### src/ote_pkg.sv
// ----------------------------------------------------------------------------
// ote_pkg
// Shared types and fixed constants of the oriented triangle emitter.
// ----------------------------------------------------------------------------
package ote_pkg;

  // item kinds
  localparam logic KIND_VERTEX = 1'b0;
  localparam logic KIND_FACE   = 1'b1;

  // fixed field widths
  localparam int unsigned IDX_W       = 12;
  localparam int unsigned POS_W       = 16;
  localparam int unsigned GRAD_W      = 16;
  localparam int unsigned THR_W       = 63;
  localparam int unsigned CNT_W       = 32;
  localparam int unsigned COORD_MAX_W = 24;

  // squared norm and its saturation limit for one component
  localparam int unsigned NORM_W = 64;
  localparam int unsigned HALF_W = NORM_W / 2;

  // index reduction by reciprocal multiply
  localparam int unsigned RECIP_SHIFT = 24;

  // commands from the controller to the datapath
  typedef struct packed {
    logic load_item;
    logic load_quot;
    logic load_addr;
    logic mem_we;
    logic rd_a;
    logic rd_b;
    logic rd_c;
    logic grab_base;
    logic grab_u;
    logic grab_v;
    logic load_prod;
    logic load_norm;
    logic load_sq;
    logic load_sum;
    logic finish;
  } ote_cmd_t;

  // status from the datapath to the controller
  typedef struct packed {
    logic is_face;
  } ote_sts_t;

  typedef enum logic [12:0] {
    ST_IDLE   = 13'b0000000000001,
    ST_RED1   = 13'b0000000000010,
    ST_RED2   = 13'b0000000000100,
    ST_WRITE  = 13'b0000000001000,
    ST_RD_A   = 13'b0000000010000,
    ST_RD_B   = 13'b0000000100000,
    ST_RD_C   = 13'b0000001000000,
    ST_DIFF   = 13'b0000010000000,
    ST_CROSS  = 13'b0000100000000,
    ST_NORMAL = 13'b0001000000000,
    ST_SQUARE = 13'b0010000000000,
    ST_SUM    = 13'b0100000000000,
    ST_FINAL  = 13'b1000000000000
  } ote_state_e;

endpackage

### src/ote_ctrl.sv
// ----------------------------------------------------------------------------
// ote_ctrl
// Sequencer: index reduction, then a vertex write, or three reads followed by the
// multiply chain and the final decision, one step per state.
// ----------------------------------------------------------------------------
module ote_ctrl import ote_pkg::*; (
  input  logic     clk_i,
  input  logic     rst_ni,
  input  logic     start_i,
  input  ote_sts_t sts_i,
  output logic     busy_o,
  output ote_cmd_t cmd_o
);

  ote_state_e state_q, state_d;

  always_ff @(posedge clk_i or negedge rst_ni) begin
    if (!rst_ni) begin
      state_q <= ST_IDLE;
    end else begin
      state_q <= state_d;
    end
  end

  always_comb begin
    state_d = state_q;
    cmd_o   = '0;
    case (state_q)
      ST_IDLE: begin
        if (start_i) begin
          cmd_o.load_item = 1'b1;
          state_d         = ST_RED1;
        end
      end
      ST_RED1: begin
        cmd_o.load_quot = 1'b1;
        state_d         = ST_RED2;
      end
      ST_RED2: begin
        cmd_o.load_addr = 1'b1;
        state_d         = sts_i.is_face ? ST_RD_A : ST_WRITE;
      end
      ST_WRITE: begin
        cmd_o.mem_we = 1'b1;
        state_d      = ST_IDLE;
      end
      ST_RD_A: begin
        cmd_o.rd_a = 1'b1;
        state_d    = ST_RD_B;
      end
      ST_RD_B: begin
        cmd_o.rd_b      = 1'b1;
        cmd_o.grab_base = 1'b1;
        state_d         = ST_RD_C;
      end
      ST_RD_C: begin
        cmd_o.rd_c   = 1'b1;
        cmd_o.grab_u = 1'b1;
        state_d      = ST_DIFF;
      end
      ST_DIFF: begin
        cmd_o.grab_v = 1'b1;
        state_d      = ST_CROSS;
      end
      ST_CROSS: begin
        cmd_o.load_prod = 1'b1;
        state_d         = ST_NORMAL;
      end
      ST_NORMAL: begin
        cmd_o.load_norm = 1'b1;
        state_d         = ST_SQUARE;
      end
      ST_SQUARE: begin
        cmd_o.load_sq = 1'b1;
        state_d       = ST_SUM;
      end
      ST_SUM: begin
        cmd_o.load_sum = 1'b1;
        state_d        = ST_FINAL;
      end
      ST_FINAL: begin
        cmd_o.finish = 1'b1;
        state_d      = ST_IDLE;
      end
      default: begin
        state_d = ST_IDLE;
      end
    endcase
  end

  assign busy_o = (state_q != ST_IDLE);

endmodule

### config.mk
export PLATFORM = sky130hd
export DESIGN_NAME = ote_ctrl
export DESIGN_NICKNAME = d
export VERILOG_FILES = /design/src/ote_pkg.sv /design/src/ote_ctrl.sv
export SDC_FILE = /design/constraint.sdc
export NUM_CORES = 1
export LEC_CHECK = 0
export BUFFER_PORTS_ARGS = -buffer_cell sky130_fd_sc_hd__buf_2
export CORE_ASPECT_RATIO = 0.8
export CORE_MARGIN = 2
export CORE_UTILIZATION = 41
export CTS_CLUSTER_DIAMETER = 30
export DETAILED_ROUTE_END_ITERATION = 12
export PLACE_DENSITY = 0.7
export SLEW_MARGIN = 20
export SYNTH_ARGS = -nofsm -noshare
export SYNTH_HDL_FRONTEND = slang
export SYNTH_SLANG_ARGS = --single-unit
### constraint.sdc
create_clock -name clk_i -period 3.8 [get_ports clk_i]
set_clock_uncertainty 0.05 [all_clocks]
set_input_delay 0.19 -clock clk_i [delete_from_list [all_inputs] [get_ports clk_i]]
set_output_delay 0.19 -clock clk_i [all_outputs]
set_load 0.05 [all_outputs]
==> results of run 1 <==
-- critical path: cells and delay by family, from the launching register on --
kind	cells	cell delay (ns)
simple gates	4	1.07
buf+inv	1	0.28
flops	1	0.49
-- report_power, final --
group / leakage [nW] / total, W / switching (W) / internal (W)
sequential: 0.177 / 0.000190 / 0.0000322 / 0.000158
clock: 0.0150 / 0.0000823 / 0.0000417 / 0.0000406
combinational: 0.280 / 0.000238 / 0.000161 / 0.0000772
total: 0.472 / 0.000511 / 0.000235 / 0.000276
-- through the flow --
step,total power [W],cells,setup slack [ns],utilization [%]
after floorplan,0.000386,90,0.450,-
after global placement,0.000422,125,1.82,47.5
after detailed placement,0.000428,125,1.77,47.5
after CTS,0.000514,130,1.47,49.4
after global routing,0.000552,130,1.27,49.4
final,0.000511,130,1.45,49.4
-- path summary, 6_finish.rpt --
path                        startpoint    endpoint  slack (ns)  cells past startpoint
max in group asynchronous       rst_ni  state_q[0]        3.14                      2
setup / recovery            state_q[4]   cmd_o[14]        1.45                      5
hold reg to reg            state_q[10]  state_q[9]        0.55                      1
setup reg to reg            state_q[4]  state_q[0]        2.06                      4
hold / removal                   sts_i  state_q[3]        0.02                      2
min in group asynchronous       rst_ni  state_q[2]        0.28                      2
-- final cells by class --
class / instances / area (sq um)
Inverter: 4 / 15.0
Tap cell: 24 / 30.0
Sequential cell: 13 / 327
Timing Repair Buffer: 20 / 105
Fill cell: 168 / 948
Clock buffer: 4 / 26.3
Multi-Input combinational cell: 65 / 423
-- cells by family (layout without fill, tap and decap cells) --
logic type	count (synthesis)	count (layout)	synth area share [%]
AND/OR/NAND/NOR	53	53	41.5
flip-flops	13	13	40.1
buffers and inverters	12	28	7.99
AO/OA/AOI/OAI	10	10	8.30
XOR/XNOR	2	2	2.15
-- metal layers --
layer | part of all wire (%) | vias to the layer above
met1 | 53 | 305
met5 | 0 | -
met3 | 4.9 | 2
met2 | 41 | 15
li1 | - | 351
met4 | 1.3 | 0
-- cells in the final DEF, fill, tap and decap left out, types with 2 or more instances in the layout --
| master | n |
|---|---|
| buf_2 | 19 |
| nor2_1 | 13 |
| dfrtp_1 | 12 |
| and3_1 | 6 |
| nor4_1 | 6 |
| nand2_1 | 4 |
| nand3_1 | 4 |
| nor3b_1 | 4 |
| inv_1 | 4 |
| o21ai_0 | 3 |
| clkbuf_4 | 3 |
| nor3_1 | 2 |
| nand2b_1 | 2 |
| nor4b_1 | 2 |
| xor2_1 | 2 |
| o2111ai_1 | 2 |
==> out/qor_table.md, run 1 <==
| Group | Quantity | This run |
|---|---|---|
| cts | Hold-fix buffers at CTS | 1 |
| yosys | Largest cells by area after synthesis | dfrtp_1 (37%), nor2_1 (6.0%), and3_1 (4.6%) |
| setup path | Crit. End Element | primary output |
| setup path | Cell breakdown of the critical path | nor4_4 -> nand3_4 -> or2_1 -> nor2_1 -> buf_2 |
| routing | Via Count | 673 |
| power | P_leak | 0.472 nW |
| yosys | Number of enable flip-flop cells after synthesis | 0 |
| cts | Number of sinks on the clock net | 13 |
| yosys | Predominant post-synthesis flop cell | dfrtp_1 |
| die | Effective utilization at floorplan | 43.5% |
| routing | DRC violations left | 0 |
| cts | Number of resized instances in the post-cts repair step | 0 |
| cells and area | Fraction of layout cells with a size suffix above 1 | 27.4% |
| placement | Instance area after placement | 890 sq um |
| placement | Count of input and output buffers | 19 |
| cells and area | Area delta synth->final | 13.7% |
| routing | Total wirelength of the detailed-routed design | 1570 um |
| grt | Met2 GRT Util | 20.7% |
| setup path | Data arrival time at the worst-slack endpoint | 2.11 ns |
| power | VDD IR max | 0.000462 V |
| placement | Final estimated routing congestion in global placement | 0.833 |
| yosys | Mapped cell area | 815 sq um |
| cts | Buffers inserted by post-CTS timing repair | 0 |
| die | Width of the chip | 53.8 um |
| cells and area | Largest registers ranked by flip-flop count | state_q: 13 flops |
| grt | Tot GR Track Use | 15.5% |
| cells and area | Largest register by flop count | state_q |
| sta | Post-route clock period utilization | 61.8% |
| cts | Number of H-tree levels | 1 |
| setup path | Delay of the slowest cell on the worst path | 0.52 ns |
| cells and area | Post-route design area | 926 sq um |
| grt | Wire length of the first global-routing pass | 2590 um |
| sta | Final worst path period need | 2.35 ns |
| grt | Vias in the first global route | 587 |
| cts | Clk root buf | clkbuf_4 |
| setup path | Crit path required time | 3.56 ns |
| sta | Maximum clock frequency | 0.426 GHz |
| sta | Slew at the pin closest to its max-slew limit | 0.457 ns |
| cells and area | Diode insertion count for antenna repair | 0 |
| routing | Number of nets with antenna violations after routing | 0 |
| yosys | Avg Cell Area, Syn | 9.05 sq um |
| power | Power density normalized to cell area | 552 nW/um^2 |
| yosys | Async set or reset register ratio after synthesis | 100% |
| routing | Routed length per placed instance | 12.1 um |
| grt | Largest net degree at the start of global routing | 14 |
| sta | Worst rel slew slack | 69.3% |
| setup path | Worst Setup Start Kind | flop |
| sta | Pins over their slew limit | 0 |
| die | Rows | 14 |
| yosys | Area share of the largest cell type after synthesis | 36.9% |
| sta | Unrepaired setup endpoints after global routing | false |
| cts | Number of buffers on the longest clock path | 2 |
| sta | Setup-violating endpoint count in the final report | 0 |
| yosys | Most used standard cells in the synthesized netlist | nor2_1 (13), dfrtp_1 (12), and3_1 (6), nor4_1 (6) |
| yosys | Dominant cell by count in the synthesized netlist | nor2_1 |
| hold path | Worst hold path class | primary input to flop |
| die | Die outline height | 43.9 um |
| routing | Avg Vias per Cell | 5.18 |
| grt | Global-route track usage on met3 | 5.52% |
| cells and area | Post-layout net count | 111 |
| yosys | Sequential element share of the synthesized area | 40.1% |
| routing | Number of iterations in the first detailed-routing pass | 4 |
| cts | TritonCTS clock tree | yes |
| die | Total Die Area | 2360 sq um |
| placement | Dpl hpwl | 1150 um |
| grt | Gr busiest metal | met1 |
| yosys | Synth Instances | 90 |
| grt | Antenna violations before repair | 0 |
| outcome | Status | finished, final reports clean |
| yosys | Area leader, netlist | dfrtp_1 |
| cts | CTS clock-pin slew for the worst setup and hold paths | 0.07 ns |
| die | Io pins | 20 |
| yosys | Net count after synthesis | 94 |
| yosys | Cell variety after synth | 34 |
| sta | Final Hold Vio Count | 0 |
| routing | First DRT Iteration DRCs | 17 |
| setup path | Crit Path Max Fanout | 9 |
| grt | Overflow left after global routing | 0 |
| sta | Setup TNS | 0 ns |
| setup path | Setup CP Type | flop to primary output |
| grt | Met1 track demand over resource | 22.4% |
| run | Count of maximum capacitance violations | 0 |
| yosys | Register bit count reported by yosys | 13 |
| cts | Inserted Clock Buffers | 3 |
| die | CORE AREA | 1870 sq um |
| yosys | Yosys warning total | 0 |
| sta | Hold_ws | 0.0161 ns |
| cells and area | Flip-flop count of the largest register, all copies and words added | 13 |
| cts | Later-pin clock latency in the skew report | 0.27 ns |
| setup path | Slowest cell on the critical path | nor4_4 |
(Power assumes the default switching activity.)
==> run 2: changes to the inputs <==
Settings changed: PLACE_DENSITY 0.7 to 0.72.
Clock period 3.8 ns to 1.95 ns, I/O delays scaled along.
==> run 2 against run 1 <==
Net effect:
- the run now ends with setup timing left
- sequential cell count stayed put
- non-clock buffer count is 28 higher
- power grew to 2.7 times the previous value
- wire length is 53% higher
- clock power is 110% higher
- combinational power grew to 3.5 times the previous value
- worst hold slack better by 0.0028 ns
- largest power group unchanged
- highest routed layer unchanged
- clock-buffer cell count stayed put
==> out/qor_table.md, run 2 (synthesis results as in run 1) <==
| Group | Quantity | This run | vs previous |
|---|---|---|---|
| routing | DRC violations left | 0 | unchanged |
| grt | Largest net degree at the start of global routing | 14 | unchanged |
| grt | Global-route track usage on met3 | 5.17% | was 5.52% |
| placement | Count of input and output buffers | 19 | unchanged |
| grt | Met1 track demand over resource | 25.1% | was 22.4% |
| power | P_leak | 0.623 nW | was 0.472 nW |
| grt | Gr busiest metal | met2 | was met1 |
| cts | Inserted Clock Buffers | 3 | unchanged |
| sta | Setup TNS | -0.0981 ns | was 0 ns |
| routing | Via Count | 847 | was 673 |
| routing | Routed length per placed instance | 15.2 um | was 12.1 um |
| sta | Pins over their slew limit | 0 | unchanged |
| cells and area | Most frequent standard cell in the layout excluding fill and tap cells | buf_4 | was buf_2 |
| power | PnR Total Power | 0.00136 W | was 0.000511 W |
| die | Die outline height | 43.9 um | unchanged |
| cells and area | Fraction of layout cells with a size suffix above 1 | 53.0% | was 27.4% |
| grt | Vias in the first global route | 747 | was 587 |
| routing | First DRT Iteration DRCs | 27 | was 17 |
| cts | TritonCTS clock tree | yes | unchanged |
| setup path | Crit. End Element | primary output | unchanged |
| setup path | Number of cells on the worst reg-to-reg path | 6 | was 4 |
| setup path | Data arrival time at the worst-slack endpoint | 1.83 ns | was 2.11 ns |
| die | Io pins | 20 | unchanged |
| routing | Number of nets with antenna violations after routing | 0 | unchanged |
| cells and area | Post-route design area | 1320 sq um | was 926 sq um |
| grt | Tot GR Track Use | 19.3% | was 15.5% |
| grt | Wire length of the first global-routing pass | 3300 um | was 2590 um |
| setup path | Worst Setup Start Kind | flop | unchanged |
| sta | Unrepaired setup endpoints after global routing | true | was false |
| sta | Maximum clock frequency | 0.506 GHz |  |
| die | Total Die Area | 2360 sq um | unchanged |
| power | Power density normalized to cell area | 1030 nW/um^2 | was 552 nW/um^2 |
| setup path | Crit path required time | 1.80 ns | was 3.56 ns |
| cts | Number of sinks on the clock net | 13 | unchanged |
| die | Width of the chip | 53.8 um | unchanged |
| die | Rows | 14 | unchanged |
| cells and area | Area delta synth->final | 62.2% | was 13.7% |
| cells and area | Largest register by flop count | state_q | unchanged |
| cts | Later-pin clock latency in the skew report | 0.29 ns | was 0.27 ns |
| cts | CTS clock-pin slew for the worst setup and hold paths | 0.07 ns | about the same |
| cells and area | Diode insertion count for antenna repair | 0 | unchanged |
| sta | Setup-violating endpoint count in the final report | 6 | was 0 |
| run | Count of maximum capacitance violations | 0 | unchanged |
| routing | Avg Vias per Cell | 5.36 | was 5.18 |
| cells and area | Flip-flop count of the largest register, all copies and words added | 13 | unchanged |
| outcome | Status | complete, but fails checks | was finished, final reports clean |
| sta | Slew at the pin closest to its max-slew limit | 0.373 ns | was 0.457 ns |
| placement | Final estimated routing congestion in global placement | 0.820 | was 0.833 |
| routing | Total wirelength of the detailed-routed design | 2410 um | was 1570 um |
| hold path | Hold depth | 3 | was 2 |
| setup path | Crit Path Max Fanout | 6 | was 9 |
| cts | Clk root buf | clkbuf_4 | unchanged |
| cells and area | Most used cells in the layout excluding fill and tap cells | buf_4 (30), nor2_1 (11), buf_6 (9), dfrtp_1 (9), buf_2 (6) | was buf_2 (19), nor2_1 (13), dfrtp_1 (12), and3_1 (6), nor4_1 (6) |
| setup path | Setup CP Type | flop to primary output | unchanged |
| routing | Number of iterations in the first detailed-routing pass | 4 | unchanged |
| sta | Final worst path period need | 1.98 ns |  |
| grt | Antenna violations before repair | 0 | unchanged |
| sta | Worst rel slew slack | 75.1% | was 69.3% |
| outcome | Violations in the final reports | setup timing |  |
| cts | Number of H-tree levels | 1 | unchanged |
| die | Effective utilization at floorplan | 43.5% | unchanged |
| die | CORE AREA | 1870 sq um | unchanged |
| placement | Dpl hpwl | 1360 um | was 1150 um |
| grt | Overflow left after global routing | 0 | unchanged |
| sta | Final Hold Vio Count | 0 | unchanged |
| cells and area | Largest registers ranked by flip-flop count | state_q: 13 flops | unchanged |
| grt | Met2 GRT Util | 31.0% | was 20.7% |
| sta | Worst-case setup margin in the final layout | -0.0275 ns | was 1.45 ns |
| cts | Number of buffers on the longest clock path | 2 | unchanged |
| hold path | Worst hold path class | primary input to flop | unchanged |
| placement | Instance area after placement | 1050 sq um | was 890 sq um |
| power | VDD IR max | 0.000945 V | was 0.000462 V |
| sta | Post-route clock period utilization | 101% |  |
| cells and area | Post-layout net count | 139 | was 111 |
[run 2: cell types whose count changed in the layout (fill, tap and decap cells not counted), moves of 2 or more]
cell     delta
buf_2      -13
nor3b_1     -2
nor3b_4     +2
nor4_4      +3
buf_4      +30
dfrtp_2     +3
nor4_1      -3
dfrtp_1     -3
buf_6       +9
nor2_1      -2
[run 2: through the flow]
step                cells  worst slack [ns]  hold slack [ns]  utilization [%]
detailed placement    134            0.0756          -0.0484             56.1
global route          158            -0.134           0.0387             70.5
finish                158           -0.0275           0.0188             70.5
floorplan              90            -0.210           -0.248                -
CTS                   145           -0.0262          0.00472             62.6
global placement      134             0.133          -0.0476             56.1
[run 2: repair_timing]
item / in CTS / in global routing
hold buffers: 2 / 0
endpoints found under the hold margin: 14 / 0
setup buffers: 5 / 13
resized for setup: 13 / 22
gates cloned: 0 / 0
pin swaps: 4 / 8
setup endpoints to repair: 14 / 15
[run 2: final cells by class]
class                   instances  area, sq um
multi-input cells              65          528
repair buffers                 48          392
fillers                       132          553
clock buffers                   4         26.3
well taps                      24         30.0
inverters                       4         15.0
flip-flops and latches         13          330
[run 2: routing by layer]
layer | up-vias | share of wire [%] | wire, um
met5 | - | 0 | 0
met4 | 0 | 1.6 | 39
met3 | 6 | 3.4 | 83
met2 | 24 | 52 | 1250
met1 | 404 | 43 | 1040
li1 | 413 | - | -
[run 2: critical path, cell delays in order (launching register included)]
cell	delay, ns
dfrtp_2	0.43
nor4_4	0.26
buf_4	0.17
nand3_4	0.12
nor4_4	0.36
buf_6	0.20
[run 2: power by group]
| part | total, W | switching (W) | leakage, nW | internal [W] |
|---|---|---|---|---|
| registers | 0.000350 | 0.0000414 | 0.172 | 0.000309 |
| clock network | 0.000171 | 0.0000916 | 0.0150 | 0.0000796 |
| logic | 0.000837 | 0.000479 | 0.437 | 0.000358 |
| total | 0.00136 | 0.000612 | 0.623 | 0.000746 |
[run 2: final timing paths]
path                             from         end  slack, ns
setup / recovery           state_q[3]    cmd_o[6]      -0.03
hold / removal                start_i  state_q[0]       0.02
setup reg to reg           state_q[3]  state_q[6]       0.25
hold reg to reg            state_q[5]  state_q[7]       0.60
max in group asynchronous      rst_ni  state_q[0]       1.40
min in group asynchronous      rst_ni  state_q[2]       0.17
==> run 3: changes to the inputs <==
--- a/config.mk
+++ b/config.mk
@@ -12,2 +12,3 @@
 export CTS_CLUSTER_DIAMETER = 30
+export CTS_CLUSTER_SIZE = 25
 export DETAILED_ROUTE_END_ITERATION = 12
==> constraint.sdc (replaced) <==
create_clock -name clk_i -period 1.8 [get_ports clk_i]
set_clock_uncertainty 0.05 [all_clocks]
set_input_delay 0.18 -clock clk_i [delete_from_list [all_inputs] [get_ports clk_i]]
set_output_delay 0.18 -clock clk_i [all_outputs]
set_load 0.05 [all_outputs]
==> run 3 against run 2 <==
Net effect:
- sequential power increased by 5%
- critical endpoint is now cmd_o[8]
- the flow still finishes with violations (setup timing)
- core utilization increased by 7.3 points
- largest cell class unchanged
- via count increased by 9.0%
- critical path type unchanged
- clock-buffer cell count unchanged
==> out/qor_table.md, run 3 (synthesis results as in run 1) <==
| Group | Quantity | This run | vs previous |
|---|---|---|---|
| sta | Final Hold Vio Count | 0 | unchanged |
| cells and area | Layout filler cell count | 125 | was 132 |
| sta | Final worst path period need | 2.08 ns |  |
| die | Width of the chip | 53.8 um | unchanged |
| setup path | Slowest cell on the critical path | dfrtp_1 | was dfrtp_2 |
| cts | TritonCTS clock tree | yes | unchanged |
| placement | Dpl hpwl | 1630 um | was 1360 um |
| sta | Worst rel slew slack | 73.0% | was 75.1% |
| setup path | Data arrival time at the worst-slack endpoint | 1.85 ns | was 1.83 ns |
| cells and area | Area delta synth->final | 79.0% | was 62.2% |
| setup path | Crit Path Max Fanout | 5 | was 6 |
| outcome | Status | complete, but fails checks | unchanged |
| routing | First DRT Iteration DRCs | 20 | was 27 |
| placement | Final estimated routing congestion in global placement | 0.793 | was 0.820 |
| routing | Number of nets with antenna violations after routing | 0 | unchanged |
| cells and area | Post-layout net count | 143 | was 139 |
| hold path | Worst hold path class | primary input to flop | unchanged |
| outcome | Violations in the final reports | setup timing | unchanged |
| cells and area | Post-route design area | 1460 sq um | was 1320 sq um |
| power | PnR Total Power | 0.00163 W | was 0.00136 W |
| sta | Unrepaired setup endpoints after global routing | true | unchanged |
| die | Rows | 14 | unchanged |
| cts | Number of sinks on the clock net | 13 | unchanged |
| cells and area | Area of all sequential standard cells | 327 sq um | was 330 sq um |
| sta | Setup-violating endpoint count in the final report | 16 | was 6 |
| grt | Largest net degree at the start of global routing | 14 | unchanged |
| cells and area | Flip-flop count of the largest register, all copies and words added | 13 | unchanged |
| power | Power density normalized to cell area | 1120 nW/um^2 | was 1030 nW/um^2 |
| grt | Tot GR Track Use | 24.1% | was 19.3% |
| cells and area | Largest register by flop count | state_q | unchanged |
| routing | DRC violations left | 0 | unchanged |
| cells and area | Most used cells in the layout excluding fill and tap cells | buf_4 (27), buf_6 (19), dfrtp_1 (12), nor2_1 (9), nor4_4 (5) | was buf_4 (30), nor2_1 (11), buf_6 (9), dfrtp_1 (9), buf_2 (6) |
| cells and area | Multi-input logic area | 588 sq um | was 528 sq um |
| cells and area | Fraction of layout cells with a size suffix above 1 | 59.4% | was 53.0% |
| sta | Worst-case setup margin in the final layout | -0.277 ns | was -0.0275 ns |
| sta | Post-route clock period utilization | 115% |  |
| grt | Antenna violations before repair | 0 | unchanged |
| cts | Later-pin clock latency in the skew report | 0.28 ns | was 0.29 ns |
| routing | Total wirelength of the detailed-routed design | 2680 um | was 2410 um |
| cells and area | Most frequent standard cell in the layout excluding fill and tap cells | buf_4 | unchanged |
| cts | CTS clock-pin slew for the worst setup and hold paths | 0.07 ns | about the same |
| cells and area | Diode insertion count for antenna repair | 0 | unchanged |
| grt | Vias in the first global route | 867 | was 747 |
| setup path | Crit path required time | 1.57 ns | was 1.80 ns |
| sta | Hold_ws | 0.0154 ns | was 0.0188 ns |
| run | Count of maximum capacitance violations | 0 | unchanged |
| setup path | Worst Setup Start Kind | flop | unchanged |
| power | VDD IR max | 0.00107 V | was 0.000945 V |
| cts | Clk root buf | clkbuf_4 | unchanged |
| routing | Avg Vias per Cell | 5.70 | was 5.36 |
| sta | Pins over their slew limit | 0 | unchanged |
| routing | Routed length per placed instance | 16.6 um | was 15.2 um |
| routing | Via Count | 923 | was 847 |
| setup path | Library cell appearing most often on the critical path | nor4_4 | unchanged |
| setup path | Crit. End Element | primary output | unchanged |
| setup path | Bufs and invs on worst path | 1 | was 2 |
| setup path | Top Family by Delay on Critical Path | simple AND/OR/NAND/NOR gates | unchanged |
| cts | Number of buffers on the longest clock path | 2 | unchanged |
| cts | Number of H-tree levels | 1 | unchanged |
| sta | Maximum clock frequency | 0.481 GHz |  |
| grt | Wire length of the first global-routing pass | 3950 um | was 3300 um |
| die | CORE AREA | 1870 sq um | unchanged |
| die | Die outline height | 43.9 um | unchanged |
| placement | Instance area after placement | 1130 sq um | was 1050 sq um |
| power | P_leak | 0.665 nW | was 0.623 nW |
| die | Total Die Area | 2360 sq um | unchanged |
| die | Io pins | 20 | unchanged |
| setup path | Delay of the slowest cell on the worst path | 0.41 ns | was 0.43 ns |
| die | Effective utilization at floorplan | 43.5% | unchanged |
| setup path | Cell breakdown of the critical path | nor4_4 -> nand3_4 -> nor4_4 -> buf_6 | was nor4_4 -> buf_4 -> nand3_4 -> nor4_4 -> buf_6 |
| cts | Inserted Clock Buffers | 3 | unchanged |
| setup path | Setup CP Type | flop to primary output | unchanged |
| sta | Slew at the pin closest to its max-slew limit | 0.403 ns | was 0.373 ns |
| placement | Worst slack, placed | -0.0505 ns | was 0.0756 ns |
| cells and area | Largest registers ranked by flip-flop count | state_q: 13 flops | unchanged |
| routing | Number of iterations in the first detailed-routing pass | 4 | unchanged |
| placement | Count of input and output buffers | 19 | unchanged |
| grt | Overflow left after global routing | 0 | unchanged |
-- run 3: area by class of cell --
| type | instances | area share, % |
|---|---|---|
| Clock buffer | 4 | 1.80 |
| Inverter | 4 | 1.03 |
| Multi-Input combinational cell | 65 | 40.3 |
| Sequential cell | 13 | 22.4 |
| Tap cell | 24 | 2.06 |
| Timing Repair Buffer | 52 | 32.4 |
-- run 3: where the power goes --
part | leakage (nW) | switching [W] | internal (W)
logic | 0.473 | 0.000596 | 0.000493
clock network | 0.0150 | 0.0000919 | 0.0000861
registers | 0.177 | 0.0000345 | 0.000334
-- run 3: final timing paths --
| kind | from | end | slack, ns | cells past startpoint |
|---|---|---|---|---|
| worst max-delay path | state_q[1] | cmd_o[8] | -0.28 | 4 |
| worst min-delay path | sts_i | state_q[3] | 0.02 | 2 |
| min in group asynchronous | rst_ni | state_q[6] | 0.26 | 2 |
| worst min register to register | state_q[10] | state_q[9] | 0.61 | 2 |
| max in group asynchronous | rst_ni | state_q[0] | 1.16 | 2 |
| worst max register to register | state_q[1] | state_q[7] | 0.04 | 6 |
-- run 3: timing repair --
action                     in CTS  in global routing
setup endpoints to repair      16                 18
hold buffers                    1                  0
resized for setup              37                 15
hold endpoints to repair       12                  0
pin swaps                      11                  4
buffers inserted                8                  7
-- run 3: metrics by stage --
step                      util [%]  setup TNS [ns]  cells
after detailed placement      60.3          -0.175    143
after global routing          77.8           -4.13    162
final                         77.8           -2.91    162
after CTS                     72.0           -2.39    156
after global placement        60.3               0    143
after floorplan                  -           -2.64     90
-- run 3: routing by layer --
layer,share of wire (%),global-route usage (%)
met5,0,0
met1,41,28.5
met2,51,41.0
met4,2.8,7.18
met3,5.0,7.93
